<file path="src/hdl/fq7_pkg.sv">
`timescale 1ns / 1ps

package fq7_pkg;

	localparam int TAPS       = 32;
	localparam int NUM_BANKS  = 4;
	localparam int BANK_COEFS = 8;
	localparam int NUM_COEF   = NUM_BANKS * BANK_COEFS;
	localparam int SAMPLE_W   = 8;
	localparam int ACC_W      = 16;
	localparam int Q_SHIFT    = 7;
	localparam int TAP_CNT_W  = 6;
	localparam int CFG_DATA_W = 64;
	localparam int CFG_ADDR_W = 6;
	localparam int REG_IDX_W  = 3;
	localparam int REG_LSB    = 3;

	typedef logic signed [SAMPLE_W-1:0] sample_t;
	typedef logic signed [ACC_W-1:0]    acc_t;

	typedef enum logic [REG_IDX_W-1:0] {
		REG_TAP_COUNT    = 3'd0,
		REG_COEFF_BANK_0 = 3'd1,
		REG_COEFF_BANK_1 = 3'd2,
		REG_COEFF_BANK_2 = 3'd3,
		REG_COEFF_BANK_3 = 3'd4
	} reg_idx_t;

	typedef struct packed {
		logic [TAP_CNT_W-1:0]                 tap_count;
		logic [NUM_COEF-1:0][SAMPLE_W-1:0]    coeff;
	} cfg_t;

endpackage

</file>
<file path="src/hdl/fq7_tap_cell.sv">
`timescale 1ns / 1ps

module fq7_tap_cell (
	input  logic             clk,
	input  logic             arst_n,
	input  logic             load,
	input  fq7_pkg::sample_t x_in,
	input  fq7_pkg::sample_t coef,
	output fq7_pkg::sample_t x_q,
	output fq7_pkg::acc_t    prod_s1
);
	import fq7_pkg::*;

	// delay element, cleared so that samples before the first read as zero
	always_ff @(posedge clk or negedge arst_n) begin
		if (!arst_n) begin
			x_q <= '0;
		end else if (load) begin
			x_q <= x_in;
		end
	end

	// 8x8 signed product always fits 16 bits
	always_ff @(posedge clk) begin
		if (load) begin
			prod_s1 <= acc_t'(coef * x_in);
		end
	end

endmodule

</file>
<file path="config.mk">
export PLATFORM = sky130hd
export DESIGN_NAME = fq7_tap_cell
export DESIGN_NICKNAME = d
export VERILOG_FILES = /design/src/hdl/fq7_pkg.sv /design/src/hdl/fq7_tap_cell.sv
export SDC_FILE = /design/constraint.sdc
export NUM_CORES = 1
export LEC_CHECK = 0
export BUFFER_PORTS_ARGS = -buffer_cell sky130_fd_sc_hd__buf_2
export CORE_ASPECT_RATIO = 1.2
export CORE_MARGIN = 2
export CORE_UTILIZATION = 55
export CTS_CLUSTER_DIAMETER = 120
export DETAILED_ROUTE_END_ITERATION = 10
export HOLD_SLACK_MARGIN = 0.02
export PLACE_DENSITY = 0.79
export SLEW_MARGIN = 10
export SYNTH_ARGS = -nofsm -noshare
export SYNTH_HDL_FRONTEND = slang
export SYNTH_SLANG_ARGS = --single-unit
</file>
<file path="constraint.sdc">
create_clock -name clk -period 0.9 [get_ports clk]
set_clock_uncertainty 0.05 [all_clocks]
set_input_delay 0.225 -clock clk [delete_from_list [all_inputs] [get_ports clk]]
set_output_delay 0.225 -clock clk [all_outputs]
set_load 0.005 [all_outputs]
</file>
==> results_dict.tcl <==
set metrics [dict create \
    fp.dieW_microns 75.0 \
    syn_area_per_cell_sq_um 10.2 \
    worst_skew_pair.late_latency_ns 0.29 \
    cp_top_family "adder cells" \
    syn_area_sq_mm 0.00333 \
    cp_common_cell "fa_1" \
    clkSinkCount 24 \
    synthCells 326 \
    cap_violations 0 \
    place_hpwl_mm 5.81 \
    final_hold_viol_count 0 \
    crit_path_cell_trace "buf_8 -> and2_4 -> fa_1 -> inv_2 -> fa_1 -> inv_2 -> fa_1 -> inv_1 -> fa_1 -> inv_2 -> ha_4 -> o21a_1 -> o31a_1 -> nor4b_4 -> nor2b_1 -> xor2_1" \
    finalSetupViolCount 41 \
    grt_pass1_vias 2913 \
    yosys_warnings 0 \
    finalMaxSlewViolations 0 \
    period_needed_ns 3.84 \
    fin_ws_ns -2.94 \
    vias_per_cell 4.99 \
    clk_pin_slew_ns 0.10 \
    slowest_delay_ns 0.55 \
    placed_cell_area_sq_mm 0.00423 \
    numPortBuffers 42 \
    final_cell_mix "73 x inv_1, 52 x fa_1, 52 x buf_4, 30 x buf_2, 28 x and2_1" \
    routabilityCongestion 0.864 \
    ant_nets 0 \
    worst_setup_path_start_kind "input port" \
    netlist_top_cells_area "fa_1 33%, edfxtp_1 14%, ha_1 11%, inv_1 9.9%, and2_1 8.1%" \
    cp-end-kind "flip-flop" \
    die_area_sq_mm 0.00669 \
    timing.rr.start "x_q[3]" \
    cp-startpoint "coef[3]" \
    peakVddDrop_mv 2.31 \
    drt-initial-drc-count 119 \
    final_area_sq_mm 0.00461 \
    design.core.area_sq_mm 0.00593 \
    overflow 0 \
    grt_usage 0.270 \
    worstSetupPathType "input port to flip-flop" \
    p_per_area_mw_per_mm2 2640 \
    seq_area_frac_synth 0.205 \
    grt_max_degree 17 \
    max_slew_margin 0.817 \
    nets 537 \
    p_leak_nw 2.21 \
    critPathSlowestCell "fa_1" \
    via_count 2568 \
    fin_cells 515 \
    cts_tree "done" \
    ys_ff_latch 24 \
    clk_path_buf_depth 2 \
    place_inst 498 \
    drt_wl_total_mm 7.99 \
    io_pins 43 \
    antenna_found_initial 0 \
    antenna-diode-count 0 \
    yosysTopAreaCellShare 0.331 \
    total_power_mw 12.2 \
    timing.final.crit_share 4.26 \
    crit_path_max_fanout 4 \
    start_util 0.561 \
    worst_ep_arrival_time_ns 3.84 \
    crit_required_ns 0.91 \
    post-route-util 0.777 \
    synthDistinctLibCells 31 \
    yosysTopAreaCell "fa_1" \
    clockRootBuffer "clkbuf_8" \
    worstHoldStart "x_in[4]" \
    worst_slew_pin_slew_ns 0.271 \
    clock.fmax_ghz 0.261 \
    placementRows 31 \
    drc_errors 0 \
    status "finished with violations" \
    grt_pass1_wl_mm 13.2 \
    synth_nets 429 \
    hold_class "input port to flip-flop" \
    numCtsBuffers 3 \
    violations "negative setup slack" \
    fp.dieH_microns 89.2 \
    drive_gt1_frac 0.406 \
    avgRoutedWirePerCell_microns 15.5 \
    htree_num_levels 1 \
    rsz0062_at_grt "true" \
    cp_num_buf_inv 5 \
    layout_commonest_cell "inv_1" \
    firstDrtPassIters 4 \
    area_growth_pct 38.5 \
]
## metal layers
metal	wire length, microns	GRT usage	up-vias
met5	0	0	-
met4	291	0.140	0
met3	256	0.0316	23
met2	4630	0.517	68
met1	2810	0.283	1279
li1	-	-	1198
## registers in the layout, indices dropped and copies added, names as in the netlist
register / flops
x_q: 8
prod_s1: 16
## cells by family (layout without fill, tap and decap cells)
| family | after synthesis | count (layout) | share of synthesized area |
|---|---|---|---|
| flip-flops | 24 | 24 | 0.205 |
| XOR/XNOR | 14 | 14 | 0.0368 |
| buffers and inverters | 89 | 196 | 0.100 |
| adder cells (fa/ha/maj) | 84 | 84 | 0.440 |
| multiplexers | 9 | 9 | 0.0305 |
| AO/OA/AOI/OAI | 20 | 20 | 0.0429 |
| AND/OR/NAND/NOR | 86 | 86 | 0.145 |
## timing repair
| item | 4_1_cts | 5_1_grt |
|---|---|---|
| hold endpoints to repair | 8 | 0 |
| endpoints found under the setup margin | 39 | 41 |
| pin swaps | 22 | 9 |
| buffers inserted | 11 | 2 |
| gates resized for setup | 38 | 28 |
| hold buffers | 1 | 0 |
## cell usage after synthesis
cell type   n
a21boi_1    1
a21o_1      1
a21oi_1     7
a21oi_2     1
a21oi_4     1
and2_1     43
clkbuf_1    1
dfrtp_1     8
edfxtp_1   16
fa_1       55
ha_1       29
inv_1      88
mux2_1      9
nand2_1    15
nand2b_1    1
nand3_1     2
nand4_1     1
nand4b_1    1
nor2_1     10
nor2b_1     9
nor3_1      2
nor4b_2     1
o211ai_1    1
o21a_1      2
o21ai_0     1
o21ai_1     3
o31a_1      1
o41ai_2     1
or4_1       1
xnor2_1    11
xor2_1      3
## final timing paths
kind | end | slack [ns] | cells after the start
min in group asynchronous | x_q[3] | 0.25 | 2
worst max-delay path | prod_s1[12] | -2.94 | 16
max in group asynchronous | x_q[2] | 0.39 | 2
worst max register to register | x_q[3] | -0.04 | 2
worst min register to register | x_q[4] | 0.45 | 1
worst min-delay path | x_q[4] | 0.14 | 2
## through the flow
| stage | hold WS, ns | setup TNS (ns) | setup slack [ns] |
|---|---|---|---|
| 2_1_floorplan | -0.121 | -31.80 | -2.97 |
| 3_3_place_gp | 0.0159 | -39.17 | -3.24 |
| 3_5_place_dp | 0.0175 | -40.15 | -3.30 |
| 4_1_cts | 0.140 | -36.33 | -2.91 |
| 5_1_grt | 0.131 | -38.82 | -3.06 |
| 6_report | 0.135 | -36.80 | -2.94 |
## final cells by class
class / count / area, sq um
Clock buffer: 4 / 66.3
Fill cell: 373 / 1320
Inverter: 88 / 330
Multi-Input combinational cell: 213 / 2630
Sequential cell: 24 / 681
Tap cell: 82 / 103
Timing Repair Buffer: 104 / 803
## where the power goes
part	total [mW]	leakage, nW	switching [mW]	internal, mW
Clock	0.915	0.0339	0.429	0.486
Combinational	9.34	1.93	4.43	4.91
Sequential	1.94	0.250	0.0773	1.86
Total	12.2	2.21	4.93	7.26
No activity file was read; power rests on OpenSTA's default activity.
