File: src/hdl/fq7_pkg.sv
`timescale 1ns / 1ps

package fq7_pkg;

	localparam int TAPS       = 32;
	localparam int NUM_BANKS  = 4;
	localparam int BANK_COEFS = 8;
	localparam int NUM_COEF   = NUM_BANKS * BANK_COEFS;
	localparam int SAMPLE_W   = 8;
	localparam int ACC_W      = 16;
	localparam int Q_SHIFT    = 7;
	localparam int TAP_CNT_W  = 6;
	localparam int CFG_DATA_W = 64;
	localparam int CFG_ADDR_W = 6;
	localparam int REG_IDX_W  = 3;
	localparam int REG_LSB    = 3;

	typedef logic signed [SAMPLE_W-1:0] sample_t;
	typedef logic signed [ACC_W-1:0]    acc_t;

	typedef enum logic [REG_IDX_W-1:0] {
		REG_TAP_COUNT    = 3'd0,
		REG_COEFF_BANK_0 = 3'd1,
		REG_COEFF_BANK_1 = 3'd2,
		REG_COEFF_BANK_2 = 3'd3,
		REG_COEFF_BANK_3 = 3'd4
	} reg_idx_t;

	typedef struct packed {
		logic [TAP_CNT_W-1:0]                 tap_count;
		logic [NUM_COEF-1:0][SAMPLE_W-1:0]    coeff;
	} cfg_t;

endpackage

File: src/hdl/fq7_sum_pipe.sv
`timescale 1ns / 1ps

module fq7_sum_pipe (
	input  logic             clk,
	input  logic             arst_n,
	input  logic             in_valid,
	output logic             in_stall,
	input  fq7_pkg::acc_t    prod_s1 [fq7_pkg::TAPS],
	output logic             out_valid,
	input  logic             out_stall,
	output fq7_pkg::sample_t filtered_sample,
	output logic             overflow
);
	import fq7_pkg::*;

	localparam int GRP  = 4;
	localparam int N_S2 = (TAPS + GRP - 1) / GRP;
	localparam int N_S3 = (N_S2 + GRP - 1) / GRP;

	logic  v1_q, v2_q, v3_q, vo_q;
	logic  rdy1, rdy2, rdy3, rdyo;
	acc_t  sum_s2 [N_S2];
	acc_t  sum_s3 [N_S3];
	acc_t  nxt_s2 [N_S2];
	acc_t  nxt_s3 [N_S3];
	acc_t  acc;
	sample_t res_q;
	logic  ovf_q;

	// each stage moves on when the next one is empty or moving
	assign rdyo     = !vo_q | !out_stall;
	assign rdy3     = !v3_q | rdyo;
	assign rdy2     = !v2_q | rdy3;
	assign rdy1     = !v1_q | rdy2;
	assign in_stall = !rdy1;

	always_ff @(posedge clk or negedge arst_n) begin
		if (!arst_n) begin
			v1_q <= 1'b0;
			v2_q <= 1'b0;
			v3_q <= 1'b0;
			vo_q <= 1'b0;
		end else begin
			if (rdy1) v1_q <= in_valid;
			if (rdy2) v2_q <= v1_q;
			if (rdy3) v3_q <= v2_q;
			if (rdyo) vo_q <= v3_q;
		end
	end

	// sums wrap modulo 2^16
	always_comb begin
		for (int g = 0; g < N_S2; g++) begin
			nxt_s2[g] = '0;
			for (int j = 0; j < GRP; j++) begin
				if (g * GRP + j < TAPS) begin
					nxt_s2[g] = nxt_s2[g] + prod_s1[g * GRP + j];
				end
			end
		end
		for (int g = 0; g < N_S3; g++) begin
			nxt_s3[g] = '0;
			for (int j = 0; j < GRP; j++) begin
				if (g * GRP + j < N_S2) begin
					nxt_s3[g] = nxt_s3[g] + sum_s2[g * GRP + j];
				end
			end
		end
		acc = '0;
		for (int g = 0; g < N_S3; g++) begin
			acc = acc + sum_s3[g];
		end
	end

	always_ff @(posedge clk) begin
		if (rdy2 && v1_q) sum_s2 <= nxt_s2;
		if (rdy3 && v2_q) sum_s3 <= nxt_s3;
		if (rdyo && v3_q) begin
			res_q <= acc[Q_SHIFT +: SAMPLE_W];
			// 9-bit shifted value fits a byte only when its top two bits agree
			ovf_q <= acc[ACC_W-1] ^ acc[ACC_W-2];
		end
	end

	assign out_valid       = vo_q;
	assign filtered_sample = res_q;
	assign overflow        = ovf_q;

`ifndef SYNTHESIS
	a_stall_needs_item: assert property (@(posedge clk) disable iff (!arst_n)
		in_stall |-> (v1_q && v2_q && v3_q && vo_q))
		else $error("input stalled with an empty pipeline stage");

	a_full_blocked: assert property (@(posedge clk) disable iff (!arst_n)
		(v1_q && v2_q && v3_q && vo_q && out_stall) |-> in_stall)
		else $error("request taken into a full, blocked pipeline");

	a_stage3_drains: assert property (@(posedge clk) disable iff (!arst_n)
		(v3_q && !out_stall) |=> out_valid)
		else $error("final stage result lost");

	a_stage2_moves: assert property (@(posedge clk) disable iff (!arst_n)
		(v2_q && !out_stall) |=> v3_q)
		else $error("second stage result lost");
`endif

endmodule

File: config.mk
export PLATFORM = sky130hd
export DESIGN_NAME = fq7_sum_pipe
export DESIGN_NICKNAME = d
export VERILOG_FILES = /design/src/hdl/fq7_pkg.sv /design/src/hdl/fq7_sum_pipe.sv
export SDC_FILE = /design/constraint.sdc
export NUM_CORES = 1
export LEC_CHECK = 0
export BUFFER_PORTS_ARGS = -buffer_cell sky130_fd_sc_hd__buf_4
export CORE_MARGIN = 5
export CORE_UTILIZATION = 46
export CTS_CLUSTER_DIAMETER = 80
export DETAILED_ROUTE_END_ITERATION = 8
export HOLD_SLACK_MARGIN = 0.03
export MAX_ROUTING_LAYER = met4
export PLACE_DENSITY_LB_ADDON = 0.3
export SYNTH_ARGS = -nofsm -noshare
export SYNTH_HDL_FRONTEND = slang
export SYNTH_SLANG_ARGS = --single-unit
File: constraint.sdc
create_clock -name clk -period 5.25 [get_ports clk]
set_clock_uncertainty 0.2 [all_clocks]
set_input_delay 0.7875 -clock clk [delete_from_list [all_inputs] [get_ports clk]]
set_output_delay 0.7875 -clock clk [all_outputs]
set_load 0.02 [all_outputs]
==> flow_metrics.env <==
export IMPL_syn_nets=3202
export IMPL_area_growth_pct=24.9
export IMPL_synth_edff_count=169
export IMPL_ys_flop_type="edfxtp_1"
export IMPL_nets=3748
export IMPL_postRouteWirelength_um=49900
export IMPL_hold_end="out_valid"
export IMPL_drt_first_pass_iters=5
export IMPL_post_cts_setup_buffers=0
export IMPL_setup_worst_path_start_class="flop"
export IMPL_htreeDepth=4
export IMPL_hold_path_depth=1
export IMPL_relSlewSlack=0.158
export IMPL_die_h_um=226
export IMPL_drive_gt1_frac=0.209
export IMPL_fin_util=0.577
export IMPL_cts_root_buffer="clkbuf_16"
export IMPL_period_share=0.835
export IMPL_place_hpwl_um=44200
export IMPL_setup_ws_ns=0.864
export IMPL_die_area_mm2=0.0509
export IMPL_pre_cts_ws_ns=0.472
export IMPL_grt_overflow=0
export IMPL_finalSetupTns_ns=0
export IMPL_min_delay_start="v3_q"
export IMPL_antenna_found_initial=2
export IMPL_coreArea_mm2=0.0463
export IMPL_cts_buffers=17
export IMPL_ctsHoldBuffers=1
export IMPL_synth_cell_types=63
export IMPL_ys_seq_area_frac=0.242
export IMPL_p_per_area_mw_per_mm2=620
export IMPL_grt_usage=0.204
export IMPL_portBuffers=526
export IMPL_insertion_delay_ns=0.45
export IMPL_clock_sinks=173
export IMPL_ctsResizeCount=0
export IMPL_io_pins=527
export IMPL_vias=16200
export IMPL_gp_congestion=0.874
export IMPL_slew_violations=0
export IMPL_synthCells=2222
export IMPL_p_leak_nw=14.3
export IMPL_critPathMaxFanout=3
export IMPL_cp_required_ns=5.28
export IMPL_wire_per_inst_um=14.7
export IMPL_hold_viol_final=0
export IMPL_ant_nets=0
export IMPL_grt_max_degree=66
export IMPL_r2r_start="sum_s2[1]"
export IMPL_finalHoldWorstSlack_ns=0.283
export IMPL_fin_crit_ns=4.39
export IMPL_placementRows=79
export IMPL_tightest_slew_ns=1.25
export IMPL_reg2reg_slack_ns=0.86
export IMPL_rsz0062_at_grt="false"
export IMPL_die_width_um=226
export IMPL_path_clk_slew_ns=0.07
export IMPL_cp_data_arrival_time_ns=4.42
export IMPL_grt_first_pass_wirelength_um=81800
export IMPL_syn_area_per_cell_um2=9.61
export IMPL_synth_seq_cells=173
export IMPL_path_class="flop to flop"
export IMPL_vias_per_cell=4.78
export IMPL_rr_endpoint="sum_s3[15]"
export IMPL_hold_path_class="flop to flop"
export IMPL_remaining_drc_errors=0
export IMPL_clock_tree_buffer_depth=2
export IMPL_grt_pass1_vias=17300
export IMPL_drt_initial_drc_count=747
export IMPL_async_reset_ff_frac=0.0231
export IMPL_ff2ff_path_depth=13
export IMPL_cap_violations=0
export IMPL_cts_tree="yes"
export IMPL_setup_viol=0
export IMPL_timing_fmax_mhz=228
export IMPL_end_kind="flop"
export IMPL_mappedNetlistArea_mm2=0.0214
export IMPL_initial_core_util=0.462
export IMPL_yosysWarnings=0
export IMPL_outcome="finished clean"
export IMPL_vdd_ir_drop_max_mv=0.592
## cell usage after synthesis, types with 4 or more instances
library cell / number / share of area
and2_1: 12 / 0.0035
ha_1: 164 / 0.096
xnor2_1: 131 / 0.054
nor2_1: 63 / 0.011
o31ai_1: 9 / 0.0032
o21ai_0: 41 / 0.0096
a211o_1: 6 / 0.0025
nand2_1: 42 / 0.0074
nor4_1: 6 / 0.0018
or4_1: 9 / 0.0032
a211oi_1: 26 / 0.0091
nor2b_1: 8 / 0.0023
nand3_1: 31 / 0.0073
o211ai_1: 6 / 0.0021
o211a_1: 6 / 0.0028
or2_2: 12 / 0.0035
inv_1: 820 / 0.14
edfxtp_1: 169 / 0.24
o21bai_1: 10 / 0.0035
fa_1: 300 / 0.28
nand2b_1: 18 / 0.0053
a311oi_1: 7 / 0.0029
a21oi_1: 87 / 0.020
or3_1: 30 / 0.0088
a2111oi_0: 4 / 0.0016
nand3b_1: 6 / 0.0021
a21o_1: 26 / 0.0091
xor2_1: 36 / 0.015
dfrtp_1: 4 / 0.0047
o311ai_0: 10 / 0.0041
and3_1: 23 / 0.0067
nor3_1: 48 / 0.011
o21a_1: 8 / 0.0028
## layout by cell type, fill, tap and decap left out, types with 41 or more instances in the layout
cell type | synthesis | final
nor3_1 | 48 | 48
ha_1 | 164 | 164
edfxtp_1 | 169 | 169
nand2_1 | 42 | 42
fa_1 | 300 | 300
buf_4 | 0 | 526
xnor2_1 | 131 | 131
nor2_1 | 63 | 63
a21oi_1 | 87 | 87
inv_1 | 820 | 820
o21ai_0 | 41 | 41
## worst max path at each step
stage                      start    endpoint  slack (ns)  depth (start not counted)
detailed placement  prod_s1[321]  sum_s2[95]        0.47                         12
CTS                    sum_s2[1]  sum_s3[15]        0.79                         13
global placement    prod_s1[321]  sum_s2[95]        0.56                         12
floorplan              out_stall   sum_s2[0]        0.57                          3
finish                 sum_s2[1]  sum_s3[15]        0.86                         13
global route           sum_s2[1]  sum_s3[15]        0.59                         13
## flip-flops by register name, indices dropped and copies added (netlist names)
name,flops
filtered_sample,8
sum_s3,32
out_valid,1
v1_q,1
sum_s2,128
overflow,1
v2_q,1
v3_q,1
## critical path: stages, from the launching register on
cell and delay, ns:
edfxtp_1 0.32, inv_1 0.06, fa_1 0.54, inv_1 0.05, fa_1 0.45, ha_1 0.23, fa_1 0.46, a21o_1 0.17
a21oi_1 0.23, o21bai_1 0.14, a2111o_1 0.47, a41oi_1 0.39, nor2_1 0.08, a311oi_1 0.37
## report_power, final
group          switching (mW)  total, mW  internal, mW
combinational            6.71       12.1          5.44
clock                   0.588       1.25         0.664
sequential              0.197       3.15          2.96
total                    7.49       16.5          9.06
## cells by family (layout without fill, tap and decap cells)
group,after synthesis,in the layout,share of synthesized area
AOI/OAI and AO/OA,275,275,0.0877
xor gates and xnor gates,167,167,0.0685
adders and majority gates,464,464,0.377
buffers and inverters,821,1380,0.144
DFF,173,173,0.242
muxes,4,4,0.00199
other,0,2,0
and+or+nand+nor,318,318,0.0782
## metrics by stage
step | std cells | area (um^2) | total power, mW
final | 3390 | 26700 | 16.5
after global routing | 3390 | 26700 | 18.3
after CTS | 3388 | 26700 | 16.7
after detailed placement | 3355 | 26100 | 15.4
after global placement | 3355 | 26100 | 15.1
after floorplan | 2222 | 21400 | 12.3
## per-layer routing
| layer | global-route usage | part of all wire | up-vias |
|---|---|---|---|
| met5 | - | 0 | - |
| met3 | 0.0263 | 0.046 | 50 |
| met1 | 0.270 | 0.43 | 7813 |
| li1 | - | - | 7936 |
| met2 | 0.343 | 0.51 | 399 |
| met4 | 0.0400 | 0.014 | 0 |
## final cells by class
class	count	area, um^2
Antenna cell	2	5.00
Clock buffer	18	429
Clock inverter	14	136
Fill cell	4116	19600
Inverter	820	3080
Multi-Input combinational cell	1228	13100
Sequential cell	173	5170
Tap cell	607	759
Timing Repair Buffer	528	3980
Power figures use the tool's default switching activity.
