### config.mk
export PLATFORM = sky130hd
export DESIGN_NAME = fq7_cfg_regs
export DESIGN_NICKNAME = d
export VERILOG_FILES = /design/src/hdl/fq7_pkg.sv /design/src/hdl/fq7_cfg_regs.sv
export SDC_FILE = /design/constraint.sdc
export NUM_CORES = 1
export LEC_CHECK = 0
export ABC_AREA = 1
export BUFFER_PORTS_ARGS = -buffer_cell sky130_fd_sc_hd__buf_2
export CAP_MARGIN = 30
export CORE_UTILIZATION = 51
export CTS_CLUSTER_DIAMETER = 80
export CTS_CLUSTER_SIZE = 8
export DETAILED_ROUTE_END_ITERATION = 7
export PLACE_DENSITY = 0.86
export SLEW_MARGIN = 0
export SYNTH_ARGS = -nofsm -noshare
export SYNTH_HDL_FRONTEND = slang
export SYNTH_SLANG_ARGS = --single-unit
### constraint.sdc
create_clock -name clk -period 1.2 [get_ports clk]
set_input_delay 0.12 -clock clk [delete_from_list [all_inputs] [get_ports clk]]
set_output_delay 0.12 -clock clk [all_outputs]
set_load 0.02 [all_outputs]
### src/hdl/fq7_pkg.sv
`timescale 1ns / 1ps

package fq7_pkg;

	localparam int TAPS       = 32;
	localparam int NUM_BANKS  = 4;
	localparam int BANK_COEFS = 8;
	localparam int NUM_COEF   = NUM_BANKS * BANK_COEFS;
	localparam int SAMPLE_W   = 8;
	localparam int ACC_W      = 16;
	localparam int Q_SHIFT    = 7;
	localparam int TAP_CNT_W  = 6;
	localparam int CFG_DATA_W = 64;
	localparam int CFG_ADDR_W = 6;
	localparam int REG_IDX_W  = 3;
	localparam int REG_LSB    = 3;

	typedef logic signed [SAMPLE_W-1:0] sample_t;
	typedef logic signed [ACC_W-1:0]    acc_t;

	typedef enum logic [REG_IDX_W-1:0] {
		REG_TAP_COUNT    = 3'd0,
		REG_COEFF_BANK_0 = 3'd1,
		REG_COEFF_BANK_1 = 3'd2,
		REG_COEFF_BANK_2 = 3'd3,
		REG_COEFF_BANK_3 = 3'd4
	} reg_idx_t;

	typedef struct packed {
		logic [TAP_CNT_W-1:0]                 tap_count;
		logic [NUM_COEF-1:0][SAMPLE_W-1:0]    coeff;
	} cfg_t;

endpackage

### src/hdl/fq7_cfg_regs.sv
`timescale 1ns / 1ps

module fq7_cfg_regs (
	input  logic                               clk,
	input  logic                               arst_n,
	input  logic                               psel,
	input  logic                               penable,
	input  logic                               pwrite,
	input  logic [fq7_pkg::CFG_ADDR_W-1:0]     paddr,
	input  logic [fq7_pkg::CFG_DATA_W-1:0]     pwdata,
	output logic [fq7_pkg::CFG_DATA_W-1:0]     prdata,
	output logic                               pready,
	output fq7_pkg::cfg_t                      cfg
);
	import fq7_pkg::*;

	localparam int BANK_W = BANK_COEFS * SAMPLE_W;

	logic [TAP_CNT_W-1:0]              tap_count_q;
	logic [NUM_BANKS-1:0][BANK_W-1:0]  bank_q;
	reg_idx_t                          idx;
	logic                              wr_en;

	assign pready = 1'b1;
	assign idx    = reg_idx_t'(paddr[REG_LSB +: REG_IDX_W]);
	assign wr_en  = psel & penable & pwrite;

	always_ff @(posedge clk or negedge arst_n) begin
		if (!arst_n) begin
			tap_count_q <= TAP_CNT_W'(1);
			bank_q      <= '0;
		end else if (wr_en) begin
			case (idx)
				REG_TAP_COUNT:    tap_count_q <= pwdata[TAP_CNT_W-1:0];
				REG_COEFF_BANK_0: bank_q[0]   <= pwdata[BANK_W-1:0];
				REG_COEFF_BANK_1: bank_q[1]   <= pwdata[BANK_W-1:0];
				REG_COEFF_BANK_2: bank_q[2]   <= pwdata[BANK_W-1:0];
				REG_COEFF_BANK_3: bank_q[3]   <= pwdata[BANK_W-1:0];
				default:          ;
			endcase
		end
	end

	always_comb begin
		case (idx)
			REG_TAP_COUNT:    prdata = CFG_DATA_W'(tap_count_q);
			REG_COEFF_BANK_0: prdata = CFG_DATA_W'(bank_q[0]);
			REG_COEFF_BANK_1: prdata = CFG_DATA_W'(bank_q[1]);
			REG_COEFF_BANK_2: prdata = CFG_DATA_W'(bank_q[2]);
			REG_COEFF_BANK_3: prdata = CFG_DATA_W'(bank_q[3]);
			default:          prdata = '0;
		endcase
	end

	assign cfg.tap_count = tap_count_q;
	assign cfg.coeff     = bank_q;

endmodule

==> results.sh, run 1 <==
export IMPL_status="did not finish"
export IMPL_haltStage="global routing (5_1_grt)"
export IMPL_error_line="[ERROR GRT-0232] Routing congestion too high. Check the congestion heatmap in the GUI."
export IMPL_yosysSeqAreaShare=0.548
export IMPL_die_h_microns=155
export IMPL_yosys_top_cells_area="dfrtp_1, nand2_1, nand4_1"
export IMPL_cts_htree_levels=2
export IMPL_synth_edf_count=0
export IMPL_root_buffer="clkbuf_16"
export IMPL_cts_buffers=38
export IMPL_syn_inst=1412
export IMPL_synth_common_cells="nand2_1, dfrtp_1, nand4_1"
export IMPL_io_pins=402
export IMPL_grt_overflow_total=12
export IMPL_ys_warn_count=0
export IMPL_yosysMostFrequentCell="nand2_1"
export IMPL_place_congestion=0.892
export IMPL_syn_nets=1487
export IMPL_cts_sinks=262
export IMPL_worst_endpoint="prdata[1]"
export IMPL_hpwl_microns=29600
export IMPL_grt_total_usage=0.767
export IMPL_synthesis_area_sq_um=12000
export IMPL_syn_avg_cell_area_sq_um=8.47
export IMPL_async_flop_share=1.00
export IMPL_synth_area_leader_cell="dfrtp_1"
export IMPL_placed_area_sq_um=14800
export IMPL_grt_max_degree=65
export IMPL_synth_seq_cells=262
export IMPL_port_buffers=397
export IMPL_ys_types=24
export IMPL_synth_top_area_share=0.546
export IMPL_clk_path_buf_depth=3
export IMPL_num_rows=55
export IMPL_ys_flop_type="dfrtp_1"
export IMPL_die_w_microns=155
export IMPL_start_util=0.524
export IMPL_endpoint_type="output port"
==> routing by layer <==
layer  track usage  overflow
met1         0.772         0
met2         0.914         7
met3         0.653         0
met4         0.733         5
met5         0.294         0
==> through the flow <==
step	instances	utilization	worst slack [ns]	hold WS [ns]
4_1_cts	2415	0.860	-0.350	0.116
2_1_floorplan	1412	-	0.0000131	-0.176
3_3_place_gp	2088	0.650	-0.151	0.0324
3_5_place_dp	2088	0.650	-0.180	0.0335
==> repair_timing <==
item	4_1_cts
setup buffers	213
endpoints found under the setup margin	159
hold buffers	65
hold endpoints to repair	523
pin swaps	164
resized for setup	466
==> kinds of logic after synthesis <==
group,count (synthesis),share of synthesized area
AO/OA/AOI/OAI,265,0.111
other,1,0.000314
flip-flops,262,0.548
buffers and inverters,204,0.0767
AND/OR/NAND/NOR,680,0.264
==> inputs of run 2 (changes only) <==
CORE_UTILIZATION = 40   (was 51)
CTS_CLUSTER_DIAMETER = not set   (was 80)
CTS_CLUSTER_SIZE = not set   (was 8)
PLACE_DENSITY = not set   (was 0.86)
PLACE_DENSITY_LB_ADDON = 0.15   (was not set)
==> run 2 against run 1 <==
Effect of this change: the flow now finishes, with violations (setup timing); synthesized cell count unchanged; area after synthesis unchanged.
==> results.sh, run 2 <==
export IMPL_status="finished, violations left"
export IMPL_violations="setup timing"
export IMPL_placedCellCount=2157
export IMPL_die_area_sq_um=30600
export IMPL_die_h_microns=175
export IMPL_rsz0062_at_grt="true"
export IMPL_io_pins=402
export IMPL_synth_seq_cells=262
export IMPL_core_sq_um=29100
export IMPL_finClkSkew_ns=0
export IMPL_grt_pass1_wl_microns=81000
export IMPL_wl_per_cell_microns=21.4
export IMPL_largest_register_ffs=256
export IMPL_cts_sinks=262
export IMPL_multiInputGateArea_sq_um=4570
export IMPL_yosysSeqAreaShare=0.548
export IMPL_rrSetupSlack_ns=0.19
export IMPL_dp_slack_ns=-0.131
export IMPL_cp_start_kind="register"
export IMPL_reg2reg_depth=5
export IMPL_critPathArrivalTime_ns=1.51
export IMPL_grt_pass1_vias=14500
export IMPL_vdd_ir_drop_worst_uv=1090
export IMPL_hold_path_class="primary input to asynchronous set/reset pin"
export IMPL_synth_common_cells="nand2_1, dfrtp_1, nand4_1"
export IMPL_crit_type="register to primary output"
export IMPL_syn_to_final_growth_pct=80.5
export IMPL_layout_commonest_cell="buf_6"
export IMPL_cts_buffers=30
export IMPL_final_instance_count_excl_fill=2569
export IMPL_report_final_setup_viol=325
export IMPL_num_rows=62
export IMPL_cts_htree_levels=1
export IMPL_final_nets=2239
export IMPL_drtAntennaViolNets=0
export IMPL_vias=14600
export IMPL_final_max_slew_violation_count=0
export IMPL_leakage_nw=10.9
export IMPL_viasPerCell=5.68
export IMPL_period_needed_ns=1.63
export IMPL_synthesis_area_sq_um=12000
export IMPL_ys_types=24
export IMPL_cts_clk_slew_worst_paths_ns=0.06
export IMPL_layout_setup_ws_ns=-0.435
export IMPL_port_buffers=397
export IMPL_synth_area_leader_cell="dfrtp_1"
export IMPL_yosysMostFrequentCell="nand2_1"
export IMPL_place_congestion=0.821
export IMPL_drtIter0Drc=1360
export IMPL_endpoint_kind="primary output"
export IMPL_ys_flop_type="dfrtp_1"
export IMPL_yosys_top_cells_area="dfrtp_1, nand2_1, nand4_1"
export IMPL_syn_avg_cell_area_sq_um=8.47
export IMPL_clk_latency_ns=0.55
export IMPL_drive_gt1_frac=0.389
export IMPL_timing_final_crit_share=1.36
export IMPL_synth_top_area_share=0.546
export IMPL_startpoint="cfg[184]$_DFFE_PN0P_"
export IMPL_setup_worst_path_end="prdata[56]"
export IMPL_hpwl_microns=30700
export IMPL_start_util=0.411
export IMPL_root_buffer="clkbuf_16"
export IMPL_async_flop_share=1.00
export IMPL_cp_required_ns=1.08
export IMPL_drc=0
export IMPL_grt_overflow_total=0
export IMPL_grt_total_usage=0.338
export IMPL_clk_path_buf_depth=3
export IMPL_final_cell_mix="buf_6, nand2_1, dfrtp_1"
export IMPL_r2r_start="cfg[119]$_DFFE_PN0P_"
export IMPL_syn_inst=1412
export IMPL_seqCellArea_sq_um=6560
export IMPL_r2r_end="cfg[119]$_DFFE_PN0P_"
export IMPL_die_w_microns=175
export IMPL_grt_max_degree=63
export IMPL_powerDensity_nw_per_um2=1650
export IMPL_antenna_found_initial=0
export IMPL_totalWireLength_microns=55100
export IMPL_syn_nets=1487
export IMPL_maxCapViolations=0
export IMPL_ys_warn_count=0
export IMPL_hold_viol=0
export IMPL_crit_path_max_fanout=2
export IMPL_fmax_mhz=612
export IMPL_cts_tree="done"
export IMPL_fill_cells=1928
export IMPL_dr_pass1_iters=7
export IMPL_synth_edf_count=0
## run 2: cell counts after synthesis
Identical to the previous run, type by type.
## run 2: per-stage QoR
stage          cell area, sq um  setup TNS [ns]  total power, mW  utilization  hold WS, ns
5_1_grt                   21600          -55.16             36.9        0.742       0.0801
2_1_floorplan             12000               0             16.1            -       -0.176
6_report                  21600          -45.01             35.6        0.742       0.0631
4_1_cts                   21000          -44.97             34.4        0.721       0.0745
3_3_place_gp              15100          -19.69             19.8        0.521       0.0672
3_5_place_dp              15100          -23.66             19.9        0.521       0.0696
## run 2: worst min path at each step
stage               cells past startpoint    from  slack (ns)                   end
finish                                  2  arst_n        0.06   cfg[17]$_DFFE_PN0P_
global route                            2  arst_n        0.08  cfg[211]$_DFFE_PN0P_
CTS                                     2  arst_n        0.07  cfg[141]$_DFFE_PN0P_
detailed placement                      1  arst_n        0.07  cfg[211]$_DFFE_PN0P_
global placement                        1  arst_n        0.07  cfg[211]$_DFFE_PN0P_
floorplan                               0  arst_n       -0.18    cfg[0]$_DFFE_PN0P_
## run 2: worst max-delay path: stages (launching register included)
cell and delay, ns:
dfrtp_1 0.41, nand4_1 0.24, nand4_1 0.17, buf_4 0.15
## run 2: area by class of cell
cell class,count,share of cell area
tap,384,0.0223
timing repair buffer,846,0.404
clock inverter,3,0.000696
antenna,2,0.000232
sequential,262,0.304
inverter,78,0.0138
multi-input combinational,946,0.212
clock buffer,48,0.0431
## run 2: kinds of logic after synthesis
| group | count (synthesis) | synth area share |
|---|---|---|
| buffers and inverters | 204 | 0.0767 |
| AOI/OAI and AO/OA | 265 | 0.111 |
| and+or+nand+nor | 680 | 0.264 |
| DFF | 262 | 0.548 |
| other | 1 | 0.000314 |
## run 2: layer usage
metal	up-vias	GRT usage	wire [microns]	share of wire
met4	0	0.175	3510	0.064
met1	7006	0.427	20600	0.37
met2	984	0.553	26200	0.48
li1	6343	-	-	-
met5	-	0	0	0
met3	266	0.0657	4770	0.087
## run 2: power breakdown
group          internal (mW)  switching [mW]  total (mW)
clock network           5.22            3.64        8.86
logic                   7.76            6.98        14.7
registers               10.5            1.51        12.0
total                   23.5            12.1        35.6
## run 2: timing repair
item                                    4_1_cts  5_1_grt
buffers inserted                            249      112
endpoints found under the hold margin       524        0
pin swaps                                   142       76
hold buffers                                 65        0
gates resized for setup                     724      151
endpoints found under the setup margin      326      326
Note: power is estimated with default switching activity, not from simulation.
==> inputs of run 3 (changes only) <==
SETUP_SLACK_MARGIN = 0.2   (was not set)
==> run 3 against run 2 <==
Effect of this change: utilization is 3.1 points higher; setup slack gained 0.043 ns; via count up 4.8%; cell area is 4.2% higher; sequential cell count unchanged; final cell count up 3.3%; hold slack worse by 0.028 ns; combinational power grew 9%; the run still ends with setup timing left.
==> results.sh, run 3 (synthesis results as in run 2) <==
export IMPL_layout_commonest_cell="buf_6"
export IMPL_powerDensity_nw_per_um2=1680
export IMPL_viasPerCell=5.76
export IMPL_placed_area_sq_um=15000
export IMPL_totalWireLength_microns=57800
export IMPL_cpMostUsedCell="nand2_2"
export IMPL_hold_path_class="primary input to asynchronous set/reset pin"
export IMPL_combPwrFrac=0.424
export IMPL_report_final_setup_viol=326
export IMPL_layout_setup_ws_ns=-0.392
export IMPL_maxCapViolations=0
export IMPL_die_w_microns=175
export IMPL_power_switching_mw=12.8
export IMPL_rsz0062_at_grt="true"
export IMPL_start_util=0.411
export IMPL_drive_gt1_frac=0.420
export IMPL_cts_buffers=29
export IMPL_met2WireLength_microns=27900
export IMPL_vdd_ir_drop_worst_uv=1440
export IMPL_power_frac_clock=0.257
export IMPL_grt_pass1_wl_microns=80900
export IMPL_status="finished, violations left"
export IMPL_met3_length_microns=5370
export IMPL_crit_path_max_fanout=2
export IMPL_cpPeakStageDelay_ns=0.53
export IMPL_drc=0
export IMPL_root_buffer="clkbuf_16"
export IMPL_leakage_nw=11.4
export IMPL_timing_hold_ws_ns=0.0350
export IMPL_final_nets=2324
export IMPL_clk_path_buf_depth=3
export IMPL_cp_start_kind="register"
export IMPL_cts_tree="done"
export IMPL_num_rows=62
export IMPL_cts_htree_levels=1
export IMPL_grt_max_degree=63
export IMPL_finClkSkew_ns=0
export IMPL_timing_final_crit_share=1.33
export IMPL_cp_slowest_cell="dfstp_2"
export IMPL_io_pins=402
export IMPL_fmax_mhz=628
export IMPL_hpwl_microns=30000
export IMPL_syn_to_final_growth_pct=88.1
export IMPL_grt_overflow_total=0
export IMPL_place_congestion=0.863
export IMPL_fin_tns_setup_ns=-56.27
export IMPL_die_area_sq_um=30600
export IMPL_switching_share=0.339
export IMPL_seqPwrFrac=0.319
export IMPL_dr_pass1_iters=5
export IMPL_drtAntennaViolNets=0
export IMPL_vias=15300
export IMPL_final_max_slew_violation_count=0
export IMPL_period_needed_ns=1.59
export IMPL_crit_type="register to primary output"
export IMPL_final_cell_mix="buf_6, nand2_1, dfrtp_1"
export IMPL_antenna_found_initial=0
export IMPL_largest_register_ffs=256
export IMPL_top_layer_used="met4"
export IMPL_cell_internal_pwr_mw=25.0
export IMPL_cts_sinks=262
export IMPL_clk_latency_ns=0.55
export IMPL_cts_clk_slew_worst_paths_ns=0.06
export IMPL_critPathArrivalTime_ns=1.47
export IMPL_grt_total_usage=0.337
export IMPL_path_cells="nand3_2, nand2_2, nor2_2, nand2_2, buf_6"
export IMPL_violations="setup timing"
export IMPL_grt_pass1_vias=14600
export IMPL_wl_met1_microns=21000
export IMPL_wl_per_cell_microns=21.8
export IMPL_cp_required_ns=1.08
export IMPL_fill_cells=1807
export IMPL_die_h_microns=175
export IMPL_core_sq_um=29100
export IMPL_path_buf_inv=1
export IMPL_drtIter0Drc=1589
export IMPL_final_cell_area_sq_um=22500
export IMPL_port_buffers=397
export IMPL_antenna_cells=0
export IMPL_endpoint_kind="primary output"
export IMPL_critPathTopFamily="flip-flops"
export IMPL_hold_viol=0
==> run 3: what timing repair did <==
item / CTS / global route
buffers inserted: 248 / 138
setup endpoints to repair: 326 / 327
hold endpoints to repair: 524 / 0
pin swaps: 77 / 57
hold buffers: 65 / 0
gates resized for setup: 700 / 179
==> run 3: power groups by stage <==
stage | Clock [mW] | Combinational (mW) | Sequential [mW]
after global placement | 0 | 7.55 | 12.1
after detailed placement | 0 | 7.68 | 12.1
after global routing | 10.1 | 16.7 | 12.1
final | 9.69 | 16.0 | 12.0
after CTS | 9.72 | 13.5 | 11.8
after floorplan | 0 | 2.41 | 13.8
==> run 3: worst paths after layout <==
path / from / to / slack [ns] / cells after the start
worst max-delay path: tap_count_q[0]$_DFFE_PN1P_ / prdata[0] / -0.39 / 5
worst min-delay path: arst_n / cfg[60]$_DFFE_PN0P_ / 0.03 / 2
worst max register to register: cfg[112]$_DFFE_PN0P_ / cfg[112]$_DFFE_PN0P_ / 0.06 / 6
worst min register to register: cfg[8]$_DFFE_PN0P_ / cfg[8]$_DFFE_PN0P_ / 0.52 / 2
max in group asynchronous: arst_n / cfg[175]$_DFFE_PN0P_ / 0.54 / 3
min in group clk: penable / tap_count_q[5]$_DFFE_PN0P_ / 0.22 / 5
==> run 3: layer usage <==
layer | vias up | global-route usage
li1 | 6506 | -
met1 | 7374 | 0.419
met2 | 1126 | 0.562
met3 | 293 | 0.0570
met4 | 0 | 0.182
met5 | - | 0
==> run 3: area by class of cell <==
cell class	instances	area (sq um)	share of cell area
multi-input combinational	946	4600	0.204
timing repair buffer	932	9530	0.424
tap	384	480	0.0214
inverter	78	307	0.0136
clock inverter	16	223	0.00990
clock buffer	37	806	0.0358
sequential	262	6560	0.291
==> run 3: through the flow <==
stage,cells,power (mW),worst slack (ns),utilization
after floorplan,1412,16.2,0.132,-
after global placement,2151,19.7,-0.110,0.516
after detailed placement,2151,19.8,-0.127,0.516
after CTS,2517,35.1,-0.394,0.717
after global routing,2655,39.0,-0.440,0.774
final,2655,37.7,-0.392,0.774
==> inputs of run 4 (changes only) <==
SKIP_CTS_REPAIR_TIMING = 1   (was not set)
==> run 4 against run 3 <==
Effect of this change: the flow still finishes with violations (setup timing); combinational power is 28% lower; routed wire length is 17% lower; largest cell class unchanged; register-to-register slack better by 0.31 ns; highest routed layer unchanged; critical path type unchanged.
==> results.sh, run 4 (synthesis results as in run 2) <==
export IMPL_placedCellCount=2151
export IMPL_status="finished, violations left"
export IMPL_drtAntennaViolNets=0
export IMPL_cts_buffers=29
export IMPL_dr_pass1_iters=6
export IMPL_powerDensity_nw_per_um2=1700
export IMPL_layout_commonest_cell="nand2_1"
export IMPL_critPathArrivalTime_ns=1.48
export IMPL_hold_path_class="primary input to asynchronous set/reset pin"
export IMPL_cp_required_ns=1.08
export IMPL_r2r_start="cfg[199]$_DFFE_PN0P_"
export IMPL_cts_sinks=262
export IMPL_final_max_slew_violation_count=0
export IMPL_layout_setup_ws_ns=-0.402
export IMPL_reg2reg_depth=3
export IMPL_p_total_mw=33.2
export IMPL_io_pins=402
export IMPL_fmax_mhz=624
export IMPL_rsz0062_at_grt="true"
export IMPL_num_rows=62
export IMPL_cp_start_kind="register"
export IMPL_timing_hold_ws_ns=0.0402
export IMPL_final_instance_count_excl_fill=2422
export IMPL_rrSetupSlack_ns=0.37
export IMPL_violations="setup timing"
export IMPL_r2r_end="cfg[199]$_DFFE_PN0P_"
export IMPL_hpwl_microns=30000
export IMPL_drc=0
export IMPL_grt_pass1_vias=11700
export IMPL_final_cell_mix="nand2_1, buf_6, dfrtp_1"
export IMPL_viasPerCell=5.53
export IMPL_syn_to_final_growth_pct=63.4
export IMPL_drive_gt1_frac=0.351
export IMPL_cts_tree="done"
export IMPL_wl_per_cell_microns=19.7
export IMPL_core_sq_um=29100
export IMPL_timing_final_crit_share=1.33
export IMPL_die_area_sq_um=30600
export IMPL_finClkSkew_ns=0
export IMPL_leakage_nw=9.93
export IMPL_cts_clk_slew_worst_paths_ns=0.07
export IMPL_final_nets=2091
export IMPL_grt_max_degree=63
export IMPL_grt_pass1_wl_microns=67400
export IMPL_hold_viol=0
export IMPL_clk_latency_ns=0.55
export IMPL_drtIter0Drc=1111
export IMPL_fill_cells=2264
export IMPL_report_final_setup_viol=326
export IMPL_vias=13400
export IMPL_start_util=0.411
export IMPL_port_buffers=397
export IMPL_totalWireLength_microns=47800
export IMPL_grt_overflow_total=0
export IMPL_crit_type="register to primary output"
export IMPL_cts_htree_levels=1
export IMPL_crit_path_max_fanout=3
export IMPL_place_congestion=0.863
export IMPL_maxCapViolations=0
export IMPL_period_needed_ns=1.60
export IMPL_endpoint_kind="primary output"
export IMPL_root_buffer="clkbuf_16"
export IMPL_die_h_microns=175
export IMPL_grt_total_usage=0.279
export IMPL_antenna_found_initial=0
export IMPL_clk_path_buf_depth=3
export IMPL_dp_slack_ns=-0.127
export IMPL_vdd_ir_drop_worst_uv=1340
export IMPL_antenna_cells=0
export IMPL_die_w_microns=175
export IMPL_largest_register_ffs=256
==> run 4: metal layers <==
metal,track usage,share of wire,up-vias
met3,0.0468,0.084,178
met2,0.451,0.48,807
li1,-,-,6036
met1,0.375,0.40,6380
met4,0.112,0.042,0
met5,0,0,-
==> run 4: cell type report <==
class / count / area, sq um / area share
clock buffers: 37 / 806 / 0.0412
clock inverters: 16 / 223 / 0.0114
inverters: 78 / 307 / 0.0157
multi-input cells: 946 / 4580 / 0.234
flip-flops and latches: 262 / 6560 / 0.336
well taps: 384 / 480 / 0.0246
repair buffers: 699 / 6600 / 0.337
==> run 4: through the flow <==
stage,area [sq um],TNS [ns],utilization
2_1_floorplan,12300,0,-
3_3_place_gp,15000,-11.68,0.516
3_5_place_dp,15000,-20.75,0.516
4_1_cts,16100,-34.28,0.552
5_1_grt,19500,-47.36,0.672
6_report,19500,-35.68,0.672
==> run 4: worst max-delay path by stage <==
stage / slack, ns / endpoint / depth (start not counted) / from
4_1_cts: -0.44 / prdata[0] / 5 / tap_count_q[0]$_DFFE_PN1P_
3_5_place_dp: -0.13 / cfg[114]$_DFFE_PN0P_ / 8 / paddr[4]
6_report: -0.40 / prdata[0] / 5 / tap_count_q[0]$_DFFE_PN1P_
2_1_floorplan: 0.13 / prdata[56] / 8 / paddr[4]
3_3_place_gp: -0.11 / prdata[2] / 8 / paddr[3]
5_1_grt: -0.45 / prdata[0] / 5 / tap_count_q[0]$_DFFE_PN1P_
==> run 4: power by group <==
part	total (mW)	switching [mW]	internal, mW
Clock	9.55	3.73	5.82
Sequential	12.2	1.69	10.5
Combinational	11.5	5.87	5.63
==> run 4: worst max-delay path, stage by stage, from the launching register on <==
cell and delay (ns):
dfstp_2 0.55, nand3_2 0.08, nand2_2 0.08, nor2_2 0.04
nand2_2 0.07, buf_6 0.12
